### src/rtl/core/iglcu_pkg.sv
package iglcu_pkg;

  localparam int OpW = 32;
  localparam int ResW = 64;

  typedef enum logic [2:0] {
    FN_GCD  = 3'd0,
    FN_LCM  = 3'd1,
    FN_FACT = 3'd2,
    FN_NPR  = 3'd3,
    FN_NCR  = 3'd4
  } func_t;

  typedef enum logic [1:0] {
    ST_OK       = 2'd0,
    ST_INVALID  = 2'd1,
    ST_OVERFLOW = 2'd2
  } status_t;

  typedef struct packed {
    logic [2:0]     func;
    logic [OpW-1:0] operand_a;
    logic [OpW-1:0] operand_b;
  } req_t;

  typedef struct packed {
    logic [ResW-1:0] result;
    logic [1:0]      status;
  } rsp_t;

  // datapath micro-operations
  typedef enum logic [3:0] {
    DP_NOP,
    DP_LOAD,      // latch request, x=a y=b
    DP_DIV_XY,    // start divide x / y
    DP_EUCLID,    // x=y, y=remainder
    DP_LCM_Q,     // start divide a / x(gcd)
    DP_LCM_MUL,   // start mul quotient * b
    DP_PROD_INIT, // p=1, i=1, setup lo, k
    DP_PROD_MUL,  // start mul p*(lo+i) or for ncr p*((n-k+i)/d)
    DP_PROD_ACC,  // p=prod, i++
    DP_NCR_GCD,   // x=c, y=i
    DP_NCR_D,     // start divide i / g
    DP_NCR_C,     // save d, start divide c / g
    DP_NCR_X,     // save c, start divide (n-k+i) / d
    DP_FINISH     // capture output
  } dp_op_t;

  typedef struct packed {
    dp_op_t op;
    status_t st;
  } dp_cmd_t;

  typedef struct packed {
    logic unit_done;   // divider or multiplier finished
    logic y_zero;
    logic ab_zero;     // a or b zero
    logic b_gt_a;
    logic loop_done;   // i > k
    logic ovf;         // last product overflowed
  } dp_stat_t;

endpackage

### src/rtl/core/iglcu_ctrl.sv
module iglcu_ctrl (
  input  logic                 clk,
  input  logic                 rst,
  input  logic                 start,
  input  logic [2:0]           func,
  input  iglcu_pkg::dp_stat_t  stat,
  output iglcu_pkg::dp_cmd_t   cmd,
  output logic                 busy,
  output logic                 done
);

  typedef enum logic [11:0] {
    S_IDLE   = 12'b000000000001,
    S_DISP   = 12'b000000000010,
    S_GDIV   = 12'b000000000100,
    S_GWAIT  = 12'b000000001000,
    S_LQW    = 12'b000000010000,
    S_LMW    = 12'b000000100000,
    S_PTEST  = 12'b000001000000,
    S_PWAIT  = 12'b000010000000,
    S_NGCD   = 12'b000100000000,
    S_NDIV   = 12'b001000000000,
    S_FIN    = 12'b010000000000,
    S_OUT    = 12'b100000000000
  } state_t;

  state_t state, state_next;
  logic [2:0] fn, fn_next;
  logic [1:0] ncr_ph, ncr_ph_next;   // 0 d, 1 c, 2 x
  iglcu_pkg::status_t st, st_next;

  always_ff @(posedge clk) begin
    if (rst) begin
      state  <= S_IDLE;
      fn     <= 3'd0;
      ncr_ph <= 2'd0;
      st     <= iglcu_pkg::ST_OK;
    end else begin
      state  <= state_next;
      fn     <= fn_next;
      ncr_ph <= ncr_ph_next;
      st     <= st_next;
    end
  end

  always_comb begin
    state_next  = state;
    fn_next     = fn;
    ncr_ph_next = ncr_ph;
    st_next     = st;
    cmd.op      = iglcu_pkg::DP_NOP;
    cmd.st      = st;
    done        = 1'b0;
    case (state)
      S_IDLE: begin
        if (start) begin
          cmd.op     = iglcu_pkg::DP_LOAD;
          fn_next    = func;
          st_next    = iglcu_pkg::ST_OK;
          state_next = S_DISP;
        end
      end
      S_DISP: begin
        case (fn)
          iglcu_pkg::FN_GCD: state_next = S_GDIV;
          iglcu_pkg::FN_LCM: begin
            if (stat.ab_zero) state_next = S_FIN;
            else state_next = S_GDIV;
          end
          iglcu_pkg::FN_FACT: begin
            cmd.op = iglcu_pkg::DP_PROD_INIT;
            state_next = S_PTEST;
          end
          iglcu_pkg::FN_NPR, iglcu_pkg::FN_NCR: begin
            if (stat.b_gt_a) begin
              st_next = iglcu_pkg::ST_INVALID;
              state_next = S_FIN;
            end else begin
              cmd.op = iglcu_pkg::DP_PROD_INIT;
              state_next = S_PTEST;
            end
          end
          default: begin
            st_next = iglcu_pkg::ST_INVALID;
            state_next = S_FIN;
          end
        endcase
      end
      S_GDIV: begin
        if (stat.y_zero) begin
          if (fn == iglcu_pkg::FN_LCM) begin
            cmd.op = iglcu_pkg::DP_LCM_Q;
            state_next = S_LQW;
          end else if (fn == iglcu_pkg::FN_NCR) begin
            cmd.op = iglcu_pkg::DP_NCR_D;
            ncr_ph_next = 2'd0;
            state_next = S_NDIV;
          end else begin
            state_next = S_FIN;
          end
        end else begin
          cmd.op = iglcu_pkg::DP_DIV_XY;
          state_next = S_GWAIT;
        end
      end
      S_GWAIT: begin
        if (stat.unit_done) begin
          cmd.op = iglcu_pkg::DP_EUCLID;
          state_next = S_GDIV;
        end
      end
      S_LQW: begin
        if (stat.unit_done) begin
          cmd.op = iglcu_pkg::DP_LCM_MUL;
          state_next = S_LMW;
        end
      end
      S_LMW: begin
        if (stat.unit_done) begin
          cmd.op = iglcu_pkg::DP_PROD_ACC;
          state_next = S_FIN;
        end
      end
      S_PTEST: begin
        if (stat.loop_done) begin
          state_next = S_FIN;
        end else if (fn == iglcu_pkg::FN_NCR) begin
          cmd.op = iglcu_pkg::DP_NCR_GCD;
          state_next = S_GDIV;
        end else begin
          cmd.op = iglcu_pkg::DP_PROD_MUL;
          state_next = S_PWAIT;
        end
      end
      S_PWAIT: begin
        if (stat.unit_done) begin
          if (stat.ovf) begin
            st_next = iglcu_pkg::ST_OVERFLOW;
            state_next = S_FIN;
          end else begin
            cmd.op = iglcu_pkg::DP_PROD_ACC;
            state_next = S_PTEST;
          end
        end
      end
      S_NDIV: begin
        if (stat.unit_done) begin
          if (ncr_ph == 2'd0) begin
            cmd.op = iglcu_pkg::DP_NCR_C;
            ncr_ph_next = 2'd1;
          end else if (ncr_ph == 2'd1) begin
            cmd.op = iglcu_pkg::DP_NCR_X;
            ncr_ph_next = 2'd2;
          end else begin
            cmd.op = iglcu_pkg::DP_PROD_MUL;
            state_next = S_PWAIT;
          end
        end
      end
      S_NGCD: state_next = S_GDIV;
      S_FIN: begin
        cmd.op = iglcu_pkg::DP_FINISH;
        state_next = S_OUT;
      end
      S_OUT: begin
        done = 1'b1;
        state_next = S_IDLE;
      end
      default: state_next = S_IDLE;
    endcase
  end

  assign busy = (state != S_IDLE);

endmodule

### config.mk
export PLATFORM = sky130hd
export DESIGN_NAME = iglcu_ctrl
export DESIGN_NICKNAME = d
export VERILOG_FILES = /design/src/rtl/core/iglcu_pkg.sv /design/src/rtl/core/iglcu_ctrl.sv
export SDC_FILE = /design/constraint.sdc
export NUM_CORES = 1
export LEC_CHECK = 0
export ABC_CLOCK_PERIOD_IN_PS = 2110
export BUFFER_PORTS_ARGS = -buffer_cell sky130_fd_sc_hd__buf_2
export CORE_UTILIZATION = 50
export CTS_CLUSTER_SIZE = 40
export DETAILED_ROUTE_END_ITERATION = 7
export PLACE_DENSITY_LB_ADDON = 0.08
export SLEW_MARGIN = 40
export SYNTH_ARGS = -nofsm -noshare
export SYNTH_HDL_FRONTEND = slang
export SYNTH_SLANG_ARGS = --single-unit
### constraint.sdc
create_clock -name clk -period 2.11 [get_ports clk]
set_clock_uncertainty 0.15 [all_clocks]
set_input_delay 0.1055 -clock clk [delete_from_list [all_inputs] [get_ports clk]]
set_output_delay 0.1055 -clock clk [all_outputs]
set_load 0.03 [all_outputs]
Word level (Yosys, flattened, before mapping)
Cells that the tools add are included.

Bits in registers: 19. Latch bits: 0. Bits in writable memories: 0. Memory bits (read-only): 0. Bits of input ports: 12. Logic and storage cells: 96. Memories: 0.

Add/sub/neg operators: 0. Multiply operators: 0. Divide/modulo/power cells: 0. Magnitude comparators: 0. Equality and inequality tests: 33. Shifts and indexed selects: 0. Multiplexer cells: 49. Bitwise gates (word level): 0. Reductions and logical operators: 10.

Operators with widths (count): $pmux W12 S11 (1); $mux W12 (9); $mux W11 (6); $mux W4 (11); $pmux W11 S4 (1); $pmux W4 S10 (1); $ne A2 B2 Y1 const B (13); $mux W2 (11); $eq A12 B1 Y1 const B (1); $eq A12 B10 Y1 const B (1); $eq A12 B11 Y1 const B (1); $eq A12 B12 Y1 const B (1); $eq A12 B2 Y1 const B (1); $eq A12 B3 Y1 const B (1); $eq A12 B4 Y1 const B (1); $eq A12 B5 Y1 const B (1); $eq A12 B6 Y1 const B (1); $eq A12 B7 Y1 const B (1); $eq A12 B8 Y1 const B (1); $eq A12 B9 Y1 const B (1); $ne A12 B1 Y1 const B (1); $reduce_and A6 Y1 (2); $mux W8 (1); $pmux W2 S2 (2); other kinds (17) (21).

Longest topological paths before layout
Word-level depth: 5. Depth in mapped cells: 8. Gate-level depth less buffers: 6.

Least setup slack after synthesis
No wires, ideal clock.

Path type: flip-flop to output port. Start: reg state[9]. End: out cmd[4] (netlist bit). Arrival: 2034 ps. Required time: 1854 ps. Slack: -180 ps. Cell stages (with the launch flop): 8. Path buffers: 2. Path through: dfxtp_1 > buf_6 > or4_4 > buf_6 > nor3_1 > nand2_1 > nor4_1 > nand4bb_1.

RTL lines: start, declared (RTL line iglcu_ctrl.sv:27) `state_t state, state_next;`; start signal, assigned (RTL line iglcu_ctrl.sv:39) `state <= state_next;`; end, declared (RTL line iglcu_ctrl.sv:7) `output iglcu_pkg::dp_cmd_t cmd,`.

==> impl_results.html <==
<table>
<tr><th>Metric</th><th>Value</th></tr>
<tr><th colspan="2">Outcome</th></tr>
<tr><td>Status</td><td>complete, but fails checks</td></tr>
<tr><td>Violated checks</td><td>negative setup slack</td></tr>
<tr><th colspan="2">Layout</th></tr>
<tr><td>Register cell area after layout</td><td>373 um^2</td></tr>
<tr><td>Total area of multi-input combinational cells</td><td>1060 um^2</td></tr>
<tr><td>Leading cell types in the layout, fill and taps excluded</td><td>sky130_fd_sc_hd__buf_4 (51), sky130_fd_sc_hd__nor2_1 (15), sky130_fd_sc_hd__buf_2 (14), sky130_fd_sc_hd__dfxtp_1 (12), sky130_fd_sc_hd__buf_6 (12)</td></tr>
<tr><td>Commonest non-fill, non-tap cell in the layout</td><td>sky130_fd_sc_hd__buf_4</td></tr>
<tr><td>Final layout net count</td><td>252</td></tr>
<tr><td># diodes</td><td>0</td></tr>
<tr><td>Count of fill cells added during filler insertion</td><td>141</td></tr>
<tr><td>Share of the core filled with cells</td><td>86.2%</td></tr>
<tr><td>Layout Area Growth over Synthesis</td><td>63.3%</td></tr>
<tr><td>Layout cells sized above 1</td><td>52.9%</td></tr>
<tr><th colspan="2">Yosys</th></tr>
<tr><td>Post-synthesis instance area</td><td>1310 um^2</td></tr>
<tr><td>Share of the yosys chip area belonging to registers</td><td>27.6%</td></tr>
<tr><td>Main area contributors after synthesis</td><td>sky130_fd_sc_hd__dfxtp_1 (28%), sky130_fd_sc_hd__nor2_1 (5.2%), sky130_fd_sc_hd__a21oi_1 (4.6%), sky130_fd_sc_hd__buf_6 (4.3%), sky130_fd_sc_hd__nand2_1 (3.4%)</td></tr>
<tr><td>Count of cell types in the netlist</td><td>50</td></tr>
<tr><td>Yosys warning total</td><td>0</td></tr>
<tr><td>Yosys top cell by area</td><td>sky130_fd_sc_hd__dfxtp_1</td></tr>
<tr><td>Count of flip-flops with a built-in enable after synthesis</td><td>0</td></tr>
<tr><td>Primary flip-flop cell chosen by synthesis mapping</td><td>sky130_fd_sc_hd__dfxtp_1</td></tr>
<tr><td>Net count after synthesis</td><td>176</td></tr>
<tr><td>Instance count of the mapped netlist</td><td>164</td></tr>
<tr><td>Top cell type's share of synthesized area</td><td>27.6%</td></tr>
<tr><td>Flip-flop and latch count after synthesis</td><td>18</td></tr>
<tr><td>Async S/R FF share, synth</td><td>0%</td></tr>
<tr><td>Syn Area/Cell</td><td>7.97 um^2</td></tr>
<tr><th colspan="2">Detailed routing</th></tr>
<tr><td>Post-route DRC</td><td>0</td></tr>
<tr><td>Antenna-violating nets left</td><td>0</td></tr>
<tr><td>Vias per Instance</td><td>6.33</td></tr>
<tr><td>Total vias in the final route</td><td>1,696</td></tr>
<tr><td>DR WL/cell</td><td>18.5 um</td></tr>
<tr><td>DRC violation total after the first TritonRoute iteration</td><td>112</td></tr>
<tr><td>Post-detailed-routing wire length</td><td>4.97 mm</td></tr>
<tr><td>Number of detailed-route iterations in the first pass</td><td>4</td></tr>
<tr><th colspan="2">Critical path</th></tr>
<tr><td>Setup CP Type</td><td>reg2out</td></tr>
<tr><td>Arrival time of the worst setup path</td><td>2.17 ns</td></tr>
<tr><td>CP Cell Sequence</td><td>or4_4 &gt; buf_4 &gt; nor2_2 &gt; nand4b_1 &gt; nand3_1 &gt; a211o_1 &gt; buf_6</td></tr>
<tr><td>Largest stage delay, worst path</td><td>0.60 ns</td></tr>
<tr><td>Slowest cell on the critical path</td><td>sky130_fd_sc_hd__or4_4</td></tr>
<tr><td>Kind of end point of the critical path</td><td>primary output</td></tr>
<tr><td>WP data required</td><td>1.85 ns</td></tr>
<tr><td>Startpoint type of the worst setup path</td><td>register</td></tr>
<tr><td>Maximum fanout along the worst path</td><td>5</td></tr>
<tr><th colspan="2">Clocking</th></tr>
<tr><td>Latest clock arrival within the worst-skew pair</td><td>0.31 ns</td></tr>
<tr><td>Number of H-tree branching levels</td><td>1</td></tr>
<tr><td>Cts bufs inserted</td><td>3</td></tr>
<tr><td>Root Buffer Master</td><td>sky130_fd_sc_hd__clkbuf_4</td></tr>
<tr><td>Post-CTS clock slew at the launch and capture registers of the worst setup and hold paths</td><td>0.12 ns</td></tr>
<tr><td>Number of buffers between clock root and the deepest sink</td><td>2</td></tr>
<tr><td>TritonCTS clock tree</td><td>done</td></tr>
<tr><td>Sink Count</td><td>18</td></tr>
<tr><th colspan="2">Die</th></tr>
<tr><td>Effective utilization at floorplan</td><td>52.8%</td></tr>
<tr><td>Die span in y</td><td>53.1 um</td></tr>
<tr><td>Chip width</td><td>53.1 um</td></tr>
<tr><td>Core ar.</td><td>2480 um^2</td></tr>
<tr><td>Die footprint</td><td>2820 um^2</td></tr>
<tr><td>Number of rows in the core area</td><td>18</td></tr>
<tr><td>Number of top-level pins</td><td>20</td></tr>
<tr><th colspan="2">Global route</th></tr>
<tr><td>Number of antenna violations at the first check in global routing</td><td>0</td></tr>
<tr><td>GRT Overall Usage</td><td>35.4%</td></tr>
<tr><td>Remaining global-route overflow</td><td>0</td></tr>
<tr><td>Wire length of the first global-routing pass</td><td>6.88 mm</td></tr>
<tr><td>Vias in the first global route</td><td>1,460</td></tr>
<tr><td>Maximum number of pins on one net before global-route repair</td><td>15</td></tr>
<tr><th colspan="2">Placement</th></tr>
<tr><td>IO Port Bufs</td><td>19</td></tr>
<tr><td>DP HPWL</td><td>3.09 mm</td></tr>
<tr><td>Placer Congestion</td><td>1.02</td></tr>
<tr><th colspan="2">Timing</th></tr>
<tr><td>Remaining max-slew budget at the tightest pin</td><td>69.2%</td></tr>
<tr><td>Number of hold violations in the final report</td><td>0</td></tr>
<tr><td>Actual transition at the worst max-transition pin</td><td>0.460 ns</td></tr>
<tr><td>Final setup violating endpoints</td><td>18</td></tr>
<tr><td>PnR worst setup slack</td><td>-0.316 ns</td></tr>
<tr><td>Highest achievable clock rate</td><td>412 MHz</td></tr>
<tr><td>Tcrit/Tclk final</td><td>115%</td></tr>
<tr><td>Max-slew violations</td><td>0</td></tr>
<tr><td>Total negative slack for setup checks</td><td>-3.74 ns</td></tr>
<tr><td>Worst hold margin</td><td>0.000835 ns</td></tr>
<tr><td>Min cycle time layout</td><td>2.43 ns</td></tr>
<tr><td>Setup repair after global routing missed its margin</td><td>true</td></tr>
<tr><th colspan="2">Job</th></tr>
<tr><td>Total of max-cap violations</td><td>0</td></tr>
<tr><th colspan="2">Power and ir drop</th></tr>
<tr><td>Leakage</td><td>0.915 nW</td></tr>
<tr><td>Power density normalized to cell area</td><td>480 nW/um^2</td></tr>
<tr><td>Peak supply drop</td><td>0.623 mV</td></tr>
<tr><th colspan="2">Hold path</th></tr>
<tr><td>HP Class</td><td>in2reg</td></tr>
</table>
-- Yosys cell counts, types with 3 or more instances --
| library cell | instances |
|---|---|
| sky130_fd_sc_hd__a21oi_1 | 12 |
| sky130_fd_sc_hd__buf_6 | 5 |
| sky130_fd_sc_hd__clkbuf_8 | 3 |
| sky130_fd_sc_hd__dfxtp_1 | 18 |
| sky130_fd_sc_hd__inv_1 | 5 |
| sky130_fd_sc_hd__mux2i_1 | 3 |
| sky130_fd_sc_hd__nand2_1 | 12 |
| sky130_fd_sc_hd__nand3_1 | 8 |
| sky130_fd_sc_hd__nand3b_1 | 3 |
| sky130_fd_sc_hd__nand4_1 | 5 |
| sky130_fd_sc_hd__nor2_1 | 18 |
| sky130_fd_sc_hd__nor3_1 | 8 |
| sky130_fd_sc_hd__nor4_1 | 5 |
| sky130_fd_sc_hd__o21ai_0 | 7 |
-- final timing paths --
path | startpoint | endpoint | slack [ns] | cells past startpoint
worst min-delay path | rst | state[3] | 0.0008 | 2
worst max-delay path | state[10] | cmd[5] | -0.32 | 7
worst min register to register | st[1] | st[1] | 0.35 | 2
worst max register to register | state[3] | state[10] | -0.29 | 7
-- repair_timing --
action                                  4_1_cts  5_1_grt
endpoints found under the hold margin         4        0
endpoints found under the setup margin       15       22
resized for setup                            42       25
hold buffers                                  4        0
buffers inserted                             20        5
pin swaps                                    16       12
gates cloned                                  0        0
-- kinds of logic after synthesis --
group | Yosys count | synth area share [%]
XOR/XNOR | 4 | 2.68
flip-flops | 18 | 27.6
multiplexers | 5 | 4.02
buffers and inverters | 15 | 9.47
AND/OR/NAND/NOR | 85 | 37.9
AO/OA/AOI/OAI | 37 | 18.4
-- flip-flops by register name (all words and copies together), names as in the netlist --
name	cells
state	11
fn	3
ncr_ph	2
st	2
-- cell type report --
type	count	share of cell area [%]
tap	30	1.76
sequential	18	17.5
multi-input combinational	131	49.4
inverter	5	0.879
clock buffer	3	1.05
timing repair buffer	81	29.4
-- per-stage QoR --
step | instance area (um^2) | total power [W] | std cells | worst slack [ns]
after floorplan | 1330 | 0.000571 | 164 | -0.0619
after global placement | 1650 | 0.000680 | 242 | -0.334
after detailed placement | 1650 | 0.000684 | 242 | -0.287
after CTS | 2000 | 0.000941 | 265 | -0.319
after global routing | 2140 | 0.00105 | 268 | -0.380
final | 2140 | 0.00102 | 268 | -0.316
-- layer usage --
layer / GRT usage (%) / routed length [um]
met1: 40.9 / 1980
met2: 61.8 / 2410
met3: 5.17 / 332
met4: 19.3 / 248
met5: 0 / 0
-- worst max-delay path, delay by kind of cell, from the launching register on --
family	cells	cell delay, ns
flip-flops	1	0.36
AO/OA/AOI/OAI	1	0.15
AND/OR/NAND/NOR	4	1.04
buffers and inverters	2	0.30
-- report_power, final --
group	total, W	internal [W]	switching [W]
sequential	0.000378	0.000353	0.0000244
clock	0.000192	0.0000667	0.000125
combinational	0.000455	0.000226	0.000228
Power figures use the tool's default switching activity.
